==> src/sv/qalu_pkg.sv <==
`default_nettype none
package qalu_pkg;

	localparam int unsigned DIV_STEPS  = 49;
	localparam int unsigned SQRT_STEPS = 24;
	localparam logic [31:0] SQRT_FIRST_BIT = 32'h4000_0000;
	localparam logic [63:0] MUL_ROUND = 64'h0000_0000_0000_8000;

	typedef enum logic [2:0] {
		KIND_ADD  = 3'd0,
		KIND_SUB  = 3'd1,
		KIND_MUL  = 3'd2,
		KIND_DIV  = 3'd3,
		KIND_SQRT = 3'd4
	} kind_t;

	typedef struct packed {
		logic        valid;
		logic [2:0]  kind;
		logic        err;
		logic [31:0] res;
		logic [63:0] prod;
		logic [31:0] divisor;
		logic [31:0] drem;
		logic [48:0] dnum;
		logic [63:0] srem;
		logic [31:0] sq;
	} stage_t;

endpackage
`default_nettype wire

==> src/sv/qalu_cell.sv <==
`default_nettype none
module qalu_cell #(
	parameter int unsigned STEP = 0
) (
	input  wire logic           clk,
	input  wire logic           arst_n,
	input  wire logic           en,
	input  wire qalu_pkg::stage_t st_in,
	output qalu_pkg::stage_t    st_q
);
	import qalu_pkg::*;

	localparam logic [31:0] SBIT = SQRT_FIRST_BIT >> STEP;

	logic [32:0] dtry;
	logic        dge;
	logic [31:0] trial;
	logic        sge;
	stage_t      nxt;

	// One restoring divide step, plus one square-root step in the first cells.
	assign dtry  = {st_in.drem, st_in.dnum[48]};
	assign dge   = dtry >= {1'b0, st_in.divisor};
	assign trial = st_in.sq + SBIT;
	assign sge   = st_in.srem >= {32'h0, trial};

	always_comb begin
		nxt      = st_in;
		nxt.dnum = {st_in.dnum[47:0], dge};
		nxt.drem = dge ? 32'(dtry - {1'b0, st_in.divisor}) : dtry[31:0];
		if (STEP < SQRT_STEPS) begin
			if (sge) begin
				nxt.srem = (st_in.srem - {32'h0, trial}) << 1;
				nxt.sq   = trial + SBIT;
			end else begin
				nxt.srem = st_in.srem << 1;
			end
		end
	end

	always_ff @(posedge clk or negedge arst_n) begin
		if (!arst_n) begin
			st_q <= '0;
		end else if (en) begin
			st_q <= nxt;
		end
	end
endmodule
`default_nettype wire

==> config.mk <==
export PLATFORM = sky130hd
export DESIGN_NAME = qalu_cell
export DESIGN_NICKNAME = d
export VERILOG_FILES = /design/src/sv/qalu_pkg.sv /design/src/sv/qalu_cell.sv
export SDC_FILE = /design/constraint.sdc
export NUM_CORES = 1
export LEC_CHECK = 0
export BUFFER_PORTS_ARGS = -buffer_cell sky130_fd_sc_hd__buf_2
export CAP_MARGIN = 20
export CORE_AREA = 2 2 240 242
export CTS_BUF_LIST = sky130_fd_sc_hd__clkbuf_4
export DETAILED_ROUTE_END_ITERATION = 6
export DIE_AREA = 0 0 242 244
export GPL_TIMING_DRIVEN = 0
export RECOVER_POWER = 100
export SYNTH_ARGS = -nofsm -noshare
export SYNTH_HDL_FRONTEND = slang
export SYNTH_SLANG_ARGS = --single-unit
==> constraint.sdc <==
create_clock -name clk -period 1.2 [get_ports clk]
set_clock_uncertainty 0.05 [all_clocks]
set_input_delay 0.12 -clock clk [delete_from_list [all_inputs] [get_ports clk]]
set_output_delay 0.12 -clock clk [all_outputs]
set_load 0.02 [all_outputs]
# Word level (Yosys, flattened, before mapping)
# Index checks and enable logic that the tools add are counted.
totals:
  regBits: 310
  wordCells: 19
  output_inout_bits: 310
  input_bits: 313
classes:
  mux: 3
  magnitude_cmp: 2
  add_sub_neg: 4
ops:
  columns: ["operator", "n"]
  rows:
  - ["32-bit by 31-bit adder with 32-bit output, second input constant", 2]
  - ["64-bit by 32-bit greater-or-equal comparator with 1-bit output", 1]
  - ["32-bit two-way mux", 2]
  - ["64-bit two-way mux", 1]
  - ["63-bit by 32-bit subtractor with 63-bit output", 1]
  - ["33-bit by 32-bit greater-or-equal comparator with 1-bit output", 1]
  - ["32-bit subtractor", 1]

# Logic depth before layout (Yosys ltp)
logic_depth:
  depth_word: 3
  depth_mapped: 14
  ltp_nobuf: 12

# Worst setup path after synthesis
# No wires, ideal clock.
synth_timing:
  kind: "input port to flip-flop"
  from: "in st_in[179] (netlist name)"
  to: "reg st_q[161] (netlist name)"
  arrival_ns: 2.615
  setup_time_ns: 0.137
  path_buffers: 2
  path_slack_ns: -1.602
  t_required_ns: 1.013
  path_stages: 13
  cell_sequence: "inv_1 -> ha_1 -> and3b_1 -> or2_1 -> a221oi_2 -> nand4_1 -> a31oi_1 -> o311a_1 -> o21a_1 -> buf_2 -> buf_4 -> mux2i_1 -> a21oi_1"
synth_via:
  elab_chain_len: 2
  word_cells_on_any_way: 3
  cone_classes: "add/sub: 1; order compare: 1; mux: 1"
synth_rtl:
  columns: ["element", "line_no", "rtl"]
  rows:
  - ["start, declared", "qalu_cell.sv:8", "input wire qalu_pkg::stage_t st_in,"]
  - ["32-bit subtractor / 33-bit by 32-bit greater-or-equal comparator with 1-bit output (equally long branches)", "qalu_cell.sv:30, qalu_cell.sv:23", null]
  - ["32-bit two-way mux (*)", "qalu_cell.sv:30", "nxt.drem = dge ? 32'(dtry - {1'b0, st_in.divisor}) : dtry[31:0];"]
  - ["end signal, assigned", "qalu_cell.sv:45", "st_q <= nxt;"]
  - ["end, declared", "qalu_cell.sv:9", "output qalu_pkg::stage_t st_q"]
# Mark *: on every way between the ends. The rest lies on a longest branch, timed or not.
# A chain may end at the register's enable or synchronous reset.

# Worst setup path after layout
layout_timing:
  from: "in st_in[85] (netlist name)"
  to: "reg st_q[84] (netlist name)"
layout_via:
  elab_chain_len: 2
layout_rtl:
  columns: ["element", "line_no", "rtl"]
  rows:
  - ["64-bit by 32-bit greater-or-equal comparator with 1-bit output", "qalu_cell.sv:25", "assign sge = st_in.srem >= {32'h0, trial};"]
  - ["64-bit two-way mux", "qalu_cell.sv:32", "if (sge) begin"]
# No other way between the ends.

==> results.cfg <==
[power_and_ir_drop]
powerDensity_nw_per_um2 = 1150
p_clk_frac = 0.272
switching_power_mw = 13.0
ir_drop_mv = 0.868
power_frac_comb = 0.379
power_mw = 36.5
power.static_leakage_nw = 14.0
p_int_mw = 23.5
pwr-share-seq = 0.349
power_switching_share = 0.357

[worst_setup_path]
cp-start-kind = input pin
r2r_slack_ns = 0.07
cp_top_family = simple AND/OR/NAND/NOR gates
cp_max_fo = 4
worstSetupPathType = in2reg
worstSetupEndpointType = register
r2r_cells = 4
r2r-start = st_q[84]$_DFFE_PN0P_
timing.critical_path.buf_inv = 3
critical_path_required_ns = 1.82
r2r-end = st_q[84]$_DFFE_PN0P_
critical_path_depth = 12
arrival_ns = 2.70
crit_chain = buf_8 -> or4_4 -> nor4_4 -> nand4_1 -> a211oi_2 -> nand2_2 -> o211ai_1 -> buf_4 -> buf_6 -> nor3_2 -> xnor2_1 -> a21oi_1
crit_slowest_cell = or4_4
slowest_delay_ns = 0.58

[place]
io_buffers = 620
place_area_sq_um = 21500
place_hpwl_um = 48000
pre_cts_ws_ns = -2.32
gp_congestion = 0.901
place_inst = 2925

[route]
ant_nets = 0
drc_errors = 0
drtIter0Drc = 898
first_pass_iters = 5
vias = 18342
avgViaCountPerCell = 4.99
route.final.wire_length_um = 79100
routedWlPerCell_um = 21.5

[cells_and_area]
fin_nets = 3213
drive_gt1_frac = 0.528
fin_cells = 3678
largest_reg_flops = 309
design_area_sq_um = 31700
top_register = st_q
synthToLayoutAreaGrowth_pct = 92.8
finish.utilization = 0.564
reg.largest.list = st_q x309

[clock_tree]
cts.sinks = 309
cts-root-buf = clkbuf_4
clk_pin_slew_ns = 0.07
cts_buffers = 87
cts_tree = built
insertion_delay_ns = 0.81
cts_buffer_depth = 3
htreeDepth = 3

[synthesis]
yosysWarnings = 0
ys_types = 72
ys.flop_type = dfrtp_1
synthCells = 1547
syn-num-nets = 1926
synth.avg_cell_area_sq_um = 10.6
yosysSeqAreaShare = 0.471
async_reset_ff_frac = 1.00
synth_edf_count = 0
ys_seq_elements = 309
syn_area_sq_um = 16400

[sta]
final.period_utilization = 1.74
hold_slack_ns = -0.522
period_needed_ns = 2.08
slew_headroom = -0.0316
rsz0062_at_grt = true
hold_violations = 228
timing.fmax_mhz = 480
fin_ws_ns = -0.884
slew_viol_final = 103
fin_tns_setup_ns = -172.02
setup_violations = 418
worst_pin_slew_ns = 1.55

[die]
dieHeight_um = 244
core_sq_um = 56200
start_util = 0.292
row_count = 87
die_w_um = 242
io_pins = 623
die_area_sq_um = 59000

[global_routing]
grt_max_degree = 124
grt_pass1_vias = 19013
grt_pass1_wl_um = 111000
grt_usage = 0.242
grt_overflow = 0
antenna_found_initial = 21

[outcome]
status = complete, but fails checks
violations = negative hold slack, max-capacitance violations, max-slew violations, negative setup slack

[run]
maxCapViolations = 1

[hold_path]
min_path_type = in2reg
hold_path_startpoint = st_in[18]
holdPathStages = 2
min_to = st_q[18]$_DFFE_PN0P_
-- cell families after synthesis --
kind of cell | Yosys count | share of synthesized area
xor gates and xnor gates | 82 | 0.0437
muxes | 250 | 0.169
AOI/OAI and AO/OA | 334 | 0.125
adders and majority gates | 66 | 0.0512
and+or+nand+nor | 345 | 0.103
DFF | 309 | 0.471
buffers and inverters | 160 | 0.0379
other | 1 | 0.000228
-- layout make-up --
type | count | area (sq um)
fillers | 4409 | 24500
repair buffers | 1214 | 10900
multi-input cells | 1078 | 10100
flip-flops and latches | 309 | 7730
well taps | 756 | 946
clock buffers | 117 | 878
plain buffers | 58 | 432
inverters | 86 | 383
clock inverters | 39 | 189
diodes | 21 | 52.6
-- power groups by stage --
stage / clock, mW / combinational (mW) / sequential, mW
finish: 9.92 / 13.8 / 12.7
global route: 10.8 / 14.5 / 12.8
CTS: 10.1 / 12.3 / 12.6
detailed placement: 0 / 8.89 / 12.5
global placement: 0 / 8.77 / 12.5
floorplan: 0 / 3.81 / 14.0
-- cell usage after synthesis, types with 10 or more instances --
cell type  number  area (sq um)
a31oi_1        20           125
a21oi_1       159           796
ha_1           64           801
nand3_1        13          65.1
nor2_1        134           503
nor2b_1        14          87.6
inv_1          86           323
xnor2_1        57           499
o21a_1         12          90.1
a211oi_1       11          82.6
mux2_2        215          2420
nand4_1        21           131
clkbuf_1       58           218
or3_1          10          62.6
xor2_1         25           219
dfrtp_1       309          7730
a21o_1         24           180
or4_1          13          97.6
o21bai_1       12          90.1
mux2i_1        35           350
o21ai_0        37           185
nor3_1         26           130
nor4_1         12          75.1
nand2_1        64           240
-- layout by cell type, fill, tap and decap left out, drive strengths merged, types with 12 or more instances in the layout --
cell type / count
o21ai: 41
nor2: 134
clkbuf: 187
inv: 90
a21oi: 159
dfrtp: 309
xnor2: 57
a31oi: 20
xor2: 25
nor2b: 14
dlygate4sd3: 348
diode: 21
nand2: 65
ha: 64
mux2i: 35
nor4: 13
a21o: 24
nor3: 28
nand3: 13
buf: 851
clkinv: 33
or4: 14
nand4: 21
o21bai: 12
o21a: 12
mux2: 215
-- worst max-delay path by stage --
stage | from | endpoint | slack, ns
2_1_floorplan | st_in[146] | st_q[161]$_DFFE_PN0P_ | -1.41
3_3_place_gp | arst_n | st_q[294]$_DFFE_PN0P_ | -5.95
3_5_place_dp | st_in[30] | st_q[92]$_DFFE_PN0P_ | -2.32
4_1_cts | st_in[187] | st_q[175]$_DFFE_PN0P_ | -0.66
5_1_grt | st_in[1] | st_q[92]$_DFFE_PN0P_ | -0.88
6_report | st_in[85] | st_q[84]$_DFFE_PN0P_ | -0.88
-- per-layer routing --
metal / track usage / vias up / wire length [um]
li1: - / 8158 / -
met1: 0.280 / 9019 / 29900
met2: 0.419 / 896 / 39400
met3: 0.0565 / 265 / 5290
met4: 0.125 / 4 / 4490
met5: 0 / - / 25
-- what timing repair did --
item	in CTS	in global routing
setup buffers	128	111
pin swaps	113	75
resized for setup	872	174
gates cloned	9	0
setup endpoints to repair	406	406
endpoints found under the hold margin	617	320
hold buffers	305	46
No activity file was read; power rests on OpenSTA's default activity.
